==> src/modexp_pkg.sv <==
`timescale 1ns / 1ps
package modexp_pkg;

  localparam int WIDTH = 32;
  localparam int CNT_W = $clog2(WIDTH + 1);

  typedef logic [WIDTH-1:0] word_t;

  typedef enum logic [3:0] {
    S_IDLE = 4'b0001,
    S_RED  = 4'b0010,
    S_LOOP = 4'b0100,
    S_MUL  = 4'b1000
  } state_t;

endpackage

==> src/modexp_mulmod.sv <==
`timescale 1ns / 1ps
module modexp_mulmod (
  input  logic                clk,
  input  logic                rst,
  input  logic                start,
  input  modexp_pkg::word_t   a,
  input  modexp_pkg::word_t   b,
  input  modexp_pkg::word_t   m,
  output logic                done,
  output modexp_pkg::word_t   p
);

  modexp_pkg::word_t              aq;
  modexp_pkg::word_t              bq;
  modexp_pkg::word_t              r;
  modexp_pkg::word_t              r_next;
  logic [modexp_pkg::CNT_W-1:0]   cnt;
  logic                           active;

  logic [modexp_pkg::WIDTH:0] dbl;
  logic [modexp_pkg::WIDTH:0] dbl_red;
  logic [modexp_pkg::WIDTH:0] sum;
  logic [modexp_pkg::WIDTH:0] sum_red;
  logic                       m_zero;

  // one multiplier bit per cycle, MSB first: r = 2r + a*bit, reduced mod m
  always_comb begin
    m_zero  = (m == '0);
    dbl     = {r, 1'b0};
    dbl_red = dbl;
    if (!m_zero && (dbl >= {1'b0, m})) begin
      dbl_red = dbl - {1'b0, m};
    end
    sum = {1'b0, dbl_red[modexp_pkg::WIDTH-1:0]} +
          (bq[modexp_pkg::WIDTH-1] ? {1'b0, aq} : '0);
    sum_red = sum;
    if (!m_zero && (sum >= {1'b0, m})) begin
      sum_red = sum - {1'b0, m};
    end
    r_next = sum_red[modexp_pkg::WIDTH-1:0];
  end

  always_ff @(posedge clk) begin
    if (rst) begin
      active <= 1'b0;
      done   <= 1'b0;
      cnt    <= '0;
    end else begin
      done <= 1'b0;
      if (start) begin
        active <= 1'b1;
        cnt    <= modexp_pkg::CNT_W'(modexp_pkg::WIDTH);
      end else if (active) begin
        cnt <= cnt - 1'b1;
        if (cnt == modexp_pkg::CNT_W'(1)) begin
          active <= 1'b0;
          done   <= 1'b1;
        end
      end
    end
  end

  always_ff @(posedge clk) begin
    if (start) begin
      aq <= a;
      bq <= b;
      r  <= '0;
    end else if (active) begin
      r  <= r_next;
      bq <= {bq[modexp_pkg::WIDTH-2:0], 1'b0};
    end
  end

  assign p = r;

endmodule

==> src/modular_exponentiation_top.sv <==
`timescale 1ns / 1ps
// One word at a time; busy is high until the result is shown, the next start may
// come in the cycle done is high. Each exponent bit up to the highest set one costs
// one pass of the two bit-serial modular multipliers, after a first reduction pass
// of the base; a zero exponent gives only the reduction pass.
// Synchronous reset: idle, no result pending, modulus set to 1.
module modular_exponentiation_top (
  input  logic                clk,
  input  logic                rst,
  input  logic                modulus_we,
  input  modexp_pkg::word_t   modulus,
  input  logic                start,
  input  modexp_pkg::word_t   base,
  input  modexp_pkg::word_t   exponent,
  output logic                busy,
  output logic                done,
  output modexp_pkg::word_t   result
);

  modexp_pkg::state_t state;
  modexp_pkg::word_t  m;
  modexp_pkg::word_t  x;
  modexp_pkg::word_t  acc;
  modexp_pkg::word_t  y;
  modexp_pkg::word_t  one_mod;
  modexp_pkg::word_t  mul0_a;
  modexp_pkg::word_t  mul0_b;
  modexp_pkg::word_t  p0;
  modexp_pkg::word_t  p1;
  logic               mul0_start;
  logic               mul1_start;
  logic               done0;
  logic               done1;
  logic               accept;

  assign busy       = (state != modexp_pkg::S_IDLE);
  assign accept     = start && !busy;
  assign one_mod    = modexp_pkg::WIDTH'(m != modexp_pkg::WIDTH'(1));
  assign mul0_start = accept || (state == modexp_pkg::S_LOOP);
  assign mul1_start = (state == modexp_pkg::S_LOOP);
  assign mul0_a     = busy ? acc : one_mod;
  assign mul0_b     = busy ? x : base;

  modexp_mulmod u_mul0 (
    .clk   (clk),
    .rst   (rst),
    .start (mul0_start),
    .a     (mul0_a),
    .b     (mul0_b),
    .m     (m),
    .done  (done0),
    .p     (p0)
  );

  modexp_mulmod u_mul1 (
    .clk   (clk),
    .rst   (rst),
    .start (mul1_start),
    .a     (x),
    .b     (x),
    .m     (m),
    .done  (done1),
    .p     (p1)
  );

  always_ff @(posedge clk) begin
    if (rst) begin
      state <= modexp_pkg::S_IDLE;
      done  <= 1'b0;
      m     <= modexp_pkg::WIDTH'(1);
    end else begin
      done <= 1'b0;
      if (modulus_we) begin
        m <= modulus;
      end
      unique case (state)
        modexp_pkg::S_IDLE: begin
          if (accept) begin
            state <= modexp_pkg::S_RED;
          end
        end
        modexp_pkg::S_RED: begin
          if (done0) begin
            if (y == '0) begin
              state <= modexp_pkg::S_IDLE;
              done  <= 1'b1;
            end else begin
              state <= modexp_pkg::S_LOOP;
            end
          end
        end
        modexp_pkg::S_LOOP: begin
          state <= modexp_pkg::S_MUL;
        end
        modexp_pkg::S_MUL: begin
          if (done0 && done1) begin
            if ((y >> 1) == '0) begin
              state <= modexp_pkg::S_IDLE;
              done  <= 1'b1;
            end else begin
              state <= modexp_pkg::S_LOOP;
            end
          end
        end
        default: state <= modexp_pkg::S_IDLE;
      endcase
    end
  end

  always_ff @(posedge clk) begin
    unique case (state)
      modexp_pkg::S_IDLE: begin
        if (accept) begin
          y   <= exponent;
          acc <= one_mod;
        end
      end
      modexp_pkg::S_RED: begin
        if (done0) begin
          x <= p0;
          if (y == '0) begin
            result <= modexp_pkg::WIDTH'(1);
          end
        end
      end
      modexp_pkg::S_LOOP: begin
      end
      modexp_pkg::S_MUL: begin
        if (done0 && done1) begin
          if (y[0]) begin
            acc <= p0;
          end
          x <= p1;
          y <= y >> 1;
          if ((y >> 1) == '0) begin
            result <= y[0] ? p0 : acc;
          end
        end
      end
      default: begin
      end
    endcase
  end

endmodule

==> config.mk <==
export PLATFORM = sky130hd
export DESIGN_NAME = modular_exponentiation_top
export DESIGN_NICKNAME = d
export VERILOG_FILES = /design/src/modexp_pkg.sv /design/src/modexp_mulmod.sv /design/src/modular_exponentiation_top.sv
export SDC_FILE = /design/constraint.sdc
export NUM_CORES = 1
export LEC_CHECK = 0
export BUFFER_PORTS_ARGS = -buffer_cell sky130_fd_sc_hd__clkbuf_2
export CAP_MARGIN = 20
export CORE_MARGIN = 2
export CORE_UTILIZATION = 68
export CTS_CLUSTER_DIAMETER = 150
export CTS_CLUSTER_SIZE = 20
export DETAILED_ROUTE_END_ITERATION = 8
export PLACE_DENSITY = 0.87
export SYNTH_ARGS = -nofsm -noshare
export SYNTH_HDL_FRONTEND = slang
export SYNTH_SLANG_ARGS = --single-unit
==> constraint.sdc <==
create_clock -name clk -period 10.5 [get_ports clk]
set_input_delay 1.05 -clock clk [delete_from_list [all_inputs] [get_ports clk]]
set_output_delay 1.05 -clock clk [all_outputs]
set_load 0.005 [all_outputs]
==> summary.md, run 1 <==
| Metric | Value |
|---|---|
| Slew Viols, Final | 0 |
| Synth-to-Final Area Change | 6.69% |
| Number of global-route vias before repair | 22100 |
| Num rows | 71 |
| Per-cell routed wire length | between 20 and 25 µm |
| Most frequent cells in the layout | nand2_1, edfxtp_1, nor2_1, a21oi_1, ha_1 |
| Vert. Die Dim | 200 µm |
| R2R Path Start | m[1]$_SDFFE_PP0P_ |
| ANT nets after route | 0 |
| Post-synth cell types | 83 |
| Hold WC Path Type | flip-flop to flip-flop |
| Mapped cell area | approximately 0.026 mm² |
| Family with the most delay on the worst path | compound AO/OA/AOI/OAI gates |
| Final setup viols | 0 |
| Clock Latency Late Sink | around 590 ps |
| Post-Synthesis Cells | around 2900 |
| Tot GR Track Use | between 30% and 40% |
| Crit path time final | between 9000 and 10000 ps |
| Share of cells above drive strength 1 | 9.05% |
| Final WL | around 77000 µm |
| Met2 wire length | about 35000 µm |
| TritonRoute pass-1 iters | 6 |
| Hold path startpoint | x[17]$_DFFE_PP_ |
| Core footprint | between 0.03 and 0.04 mm² |
| Post-route clock period utilization | 91.1% |
| Synthesis Warnings | 0 |
| WL met1 | 31300 µm |
| Clock sinks | 373 |
| Initial DRC Count | around 2000 |
| Avg Synthesized Cell Area | ~9 µm² |
| Outcome | completed |
| Critical Path Source | m[1]$_SDFFE_PP0P_ |
| H-tree Lvls | 1 |
| Final worst slack | 938 ps |
| Largest incremental delay on the critical path | between 800 and 900 ps |
| CTS tree | built |
| Post-cts hold buffer count | 0 |
| Clk_skew | about 50 ps |
| Ant. Diodes | 0 |
| RSZ-0062 raised after global routing | false |
| Number of enable flip-flop cells after synthesis | about 260 |
| Vias per cell | approximately 6.5 |
| IO Pins | 134 |
| Yosys reg bits | approximately 370 |
| Top layer in use | met5 |
| Share of synthesized registers carrying an async set or reset | 0% |
| Setup TNS | 0 ps |
| CTS Buffer Depth | 3 |
| Relative slew slack | around a quarter |
| Most common cell after layout, fill and taps aside | nand2_1 |
| CTS resizes | 0 |
| Main synth FF type | edfxtp_1 |
| Post-route DRC | 0 |
| Nature of the critical path startpoint | flip-flop |
| Initial antenna violation count | 1 |
| First-pass GRT wire length | between 100000 and 150000 µm |
| Worst EP required | 11000 ps |
| Largest net degree at the start of global routing | 96 |
| Crit-path slowest cell | a211oi_4 |
| Die Wd | roughly 200 µm |
| CTS Root Cell | clkbuf_16 |
| Post-synthesis sequential area ratio | between 30% and 40% |
| Max cap viols | 0 |
| Mapped Nets | 3200 |
| HPWL after DPL | approximately 58000 µm |
| CP arrival | between 10000 and 15000 ps |
| Die area | 0.0401 mm² |
| TritonCTS buffer count | 22 |
| Met3 WL | approximately 6900 µm |
| Crit. End Element | flip-flop |
| Gr ovfl total | 0 |
| Fill cell count | around 2700 |
| Final Wtd Congestion | 1.05 |
| Worst-path clk slew | around 90 ps |
| Worst-Margin Slew | 1140 ps |
| Initial core utilization | between 60% and 70% |
| Worst slack at placement | 1030 ps |
| Post-CTS Setup Bufs | 0 |
| Buffers and inverters on the worst path | 3 |
| Port-buffer cells | between 100 and 150 |
| Via count of the routed design | approximately 23000 |
| Final hold vios | 0 |
| WS Path Type | flip-flop to flip-flop |
| Layout Nets | roughly 3300 |
| Highest clock rate | 0.105 GHz |
| Worst Path Max Fanout | 17 |
==> final timing paths <==
check | slack, ps | cells after the start | to
max | 940 | 31 | u_mul0.p[1]$_SDFFE_PN0P_
min | 480 | 0 | u_mul1.aq[17]$_DFFE_PP_
max reg2reg | 940 | 31 | u_mul0.p[1]$_SDFFE_PN0P_
min reg2reg | 480 | 0 | u_mul1.aq[17]$_DFFE_PP_
==> worst reg2reg max path, delay by kind of cell, from the launching register on <==
kind	cells	cell delay, ps
AO/OA/AOI/OAI	18	5140
AND/OR/NAND/NOR	5	1270
adder cells (fa/ha/maj)	3	1010
buffers and inverters	3	990
flip-flops	1	480
multiplexers	1	380
XOR/XNOR	1	190
==> through the flow <==
step	instances	utilization, %	area, µm²	hold slack [ps]
floorplan	2898	-	26200	441
global placement	3453	72.2	27300	462
detailed placement	3453	72.2	27300	474
global route	3494	74.0	27900	478
finish	3494	74.0	27900	480
CTS	3493	73.9	27900	474
==> Yosys cell counts (90+ instances only) <==
cell type	number	area, µm²
o21ai_0	188	941
a21o_1	90	676
a21oi_1	216	1080
clkbuf_1	94	353
inv_1	92	345
nor2_1	219	822
dfxtp_1	117	2340
nand2_1	454	1700
mux2i_1	119	1190
and2_1	100	626
xnor2_1	93	815
edfxtp_1	256	7690
ha_1	196	2450
==> flip-flops by register name (all words and copies together) (netlist names) <==
signal,count
acc,32
done,1
m,32
result,32
state,4
u_mul0.active,1
u_mul0.aq,32
u_mul0.bq,32
u_mul0.cnt,6
u_mul0.done,1
u_mul0.p,32
u_mul1.active,1
u_mul1.aq,32
u_mul1.bq,32
u_mul1.cnt,6
u_mul1.done,1
u_mul1.p,32
x,32
y,32
==> per-layer routing <==
layer | global-route usage (%) | vias to the layer above
li1 | - | 10600
met1 | 49.9 | 10900
met2 | 60.5 | 1111
met3 | 5.53 | 233
met4 | 16.7 | 2
met5 | 0 | -
==> final cells by class <==
| class | instances | area [µm²] | area share (%) |
|---|---|---|---|
| sequential | 373 | 10000 | 35.9 |
| timing repair buffer | 162 | 916 | 3.28 |
| clock buffer | 39 | 636 | 2.28 |
| clock inverter | 1 | 8.76 | 0.0314 |
| multi-input combinational | 2315 | 15300 | 54.9 |
| tap | 511 | 639 | 2.29 |
| inverter | 93 | 349 | 1.25 |
==> kinds of logic (layout without fill, tap and decap cells) <==
logic type	after synthesis	in the layout	share of synthesized area (%)
and+or+nand+nor	1056	1056	18.7
buffers and inverters	210	295	3.29
adders and majority gates	202	202	9.83
DFF	373	373	38.3
muxes	152	152	5.97
AOI/OAI and AO/OA	751	751	18.7
xor gates and xnor gates	154	154	5.15
Power of run 1 is not shown: default switching activity piles up to over one toggle a cycle in this logic, so the estimate is an artifact.
==> inputs of run 2 (changes only) <==
--- a/config.mk
+++ b/config.mk
@@ -8,11 +8,10 @@
 export BUFFER_PORTS_ARGS = -buffer_cell sky130_fd_sc_hd__clkbuf_2
 export CAP_MARGIN = 20
 export CORE_MARGIN = 2
-export CORE_UTILIZATION = 68
+export CORE_UTILIZATION = 40
 export CTS_CLUSTER_DIAMETER = 150
 export CTS_CLUSTER_SIZE = 20
 export DETAILED_ROUTE_END_ITERATION = 8
-export PLACE_DENSITY = 0.87
 export SYNTH_ARGS = -nofsm -noshare
 export SYNTH_HDL_FRONTEND = slang
 export SYNTH_SLANG_ARGS = --single-unit
==> summary.md, run 2 (same netlist as run 1, synthesis figures left out) <==
| Metric | Value |
|---|---|
| CTS resizes | 0 (unchanged) |
| Final setup viols | 0 (unchanged) |
| Final Wtd Congestion | 0.953 (-9.1%) |
| Port-buffer cells | 133 (unchanged) |
| Die Wd | 260 µm (+30%) |
| CP arrival | 10110 ps (+50 ps) |
| Share of cells above drive strength 1 | 9.06% (about the same) |
| Hold WC Path Type | flip-flop to flip-flop |
| Post-CTS Setup Bufs | 0 (unchanged) |
| Register area | 0.0100 mm² (unchanged) |
| Clk_skew | 32.8 ps (-17.6 ps) |
| Final WL | 80800 µm (+4.9%) |
| IO Pins | 134 (unchanged) |
| Critical Path Source | m[1]$_SDFFE_PP0P_ |
| Crit path time final | 9640 ps (+80.0 ps) |
| Vias per cell | 5.68 (-13%) |
| Initial antenna violation count | 2 (+1) |
| Clock Latency Late Sink | 590 ps (about the same) |
| Core footprint | 0.0646 mm² (+71%) |
| Fill cell count | 6292 (+130%) |
| Design Area, Final | 0.0283 mm² (+1.5%) |
| H-tree Lvls | 1 (unchanged) |
| Layout Nets | 3268 (-0.031%) |
| Largest incremental delay on the critical path | 640 ps (-170 ps) |
| Placed inst area | 0.0277 mm² (+1.6%) |
| Outcome | completed |
| Per-cell routed wire length | 21.1 µm (-4.5%) |
| Setup TNS | 0 ps (unchanged) |
| Hold path startpoint | x[27]$_DFFE_PP_ |
| Die area | 0.0675 mm² (+68%) |
| Clock sinks | 373 (unchanged) |
| Nature of the critical path startpoint | flip-flop |
| Initial DRC Count | 2058 (+3.3%) |
| Most frequent cells in the layout | nand2_1, edfxtp_1, nor2_1, a21oi_1, ha_1 |
| Tot GR Track Use | 23.2% (-14 points) |
| RSZ-0062 raised after global routing | false |
| Num rows | 93 (+31%) |
| Initial core utilization | 40.5% (-29 points) |
| Final worst slack | 858 ps (-80.0 ps) |
| CTS Root Cell | clkbuf_16 |
| Worst EP required | 10960 ps (-40 ps) |
| R2R Path Start | m[1]$_SDFFE_PP0P_ |
| HPWL after DPL | 61800 µm (+7.3%) |
| First-pass GRT wire length | 122000 µm (+2.4%) |
| Worst slack at placement | 964 ps (-70.2 ps) |
| WS Path Type | flip-flop to flip-flop |
| Ant. Diodes | 0 (unchanged) |
| Gr ovfl total | 0 (unchanged) |
| Worst-Margin Slew | 954 ps (-188 ps) |
| CTS Buffer Depth | 3 (unchanged) |
| Most used cell, CP | a211oi_1 |
| Relative slew slack | 36.4% (+13 points) |
| Crit-path slowest cell | a21oi_4 |
| Post-cts hold buffer count | 0 (unchanged) |
| Largest net degree at the start of global routing | 75 (-22%) |
| Area of the multi-input gates | 0.0153 mm² (about the same) |
| Most common cell after layout, fill and taps aside | nand2_1 |
| Max cap viols | 0 (unchanged) |
| Vert. Die Dim | 260 µm (+30%) |
| ANT nets after route | 0 (unchanged) |
| Synth-to-Final Area Change | 8.27% |
| Post-route DRC | 0 (unchanged) |
| Highest clock rate | 0.104 GHz (-0.83%) |
| Worst Path Max Fanout | 46 (+29) |
| Worst-path clk slew | 110 ps (+20 ps) |
| Number of global-route vias before repair | 20900 (-5.6%) |
| Worst hold slack | 490 ps (+10.1 ps) |
| Final hold vios | 0 (unchanged) |
| Slew Viols, Final | 0 (unchanged) |
| CTS tree | built |
| Crit. End Element | flip-flop |
| Post-route clock period utilization | 91.8% (+0.76 points) |
| Via count of the routed design | 21800 (-4.7%) |
| TritonCTS buffer count | 22 (unchanged) |
| TritonRoute pass-1 iters | 6 (unchanged) |
==> run 2: cell types whose count changed in the layout (fill, tap and decap cells not counted) <==
cell | before | now
nor2_4 | 0 | 1
and2_2 | 0 | 1
and2_1 | 100 | 99
clkbuf_1 | 16 | 15
buf_12 | 1 | 0
nor2_2 | 1 | 0
==> run 2: worst paths after layout <==
check,endpoint,slack (ps),cells after the start
setup / recovery,u_mul0.p[2]$_SDFFE_PN0P_,860,31
hold / removal,u_mul1.aq[27]$_DFFE_PP_,490,0
hold reg to reg,u_mul1.aq[27]$_DFFE_PP_,490,0
setup reg to reg,u_mul0.p[2]$_SDFFE_PN0P_,860,31
==> run 2: layout make-up <==
cell class	count	area share, %
clock buffer	38	2.23
tap	855	3.78
multi-input combinational	2315	54.2
clock inverter	1	0.0309
sequential	373	35.4
timing repair buffer	161	3.16
inverter	93	1.23
==> run 2: per-stage QoR <==
stage	utilization [%]	instances
after floorplan	-	2898
after global placement	42.8	3796
after detailed placement	42.9	3797
after CTS	43.9	3836
after global routing	43.9	3836
final	43.9	3836
==> run 2: per-layer routing <==
| layer | track usage, % | vias to the layer above | part of all wire (%) |
|---|---|---|---|
| met3 | 2.30 | 94 | 4.9 |
| met2 | 37.1 | 608 | 45 |
| li1 | - | 10600 | - |
| met4 | 5.94 | 2 | 2.5 |
| met1 | 33.4 | 10400 | 48 |
| met5 | 0 | - | 0.016 |
==> run 2: critical path, delay by kind of cell (launching register included) <==
family | cells | cell delay (ps)
adders and majority gates | 3 | 1170
buffers and inverters | 2 | 810
and+or+nand+nor | 7 | 1170
muxes | 3 | 960
AOI/OAI and AO/OA | 16 | 4890
DFF | 1 | 490
Power of run 2 is left out for the same reason.
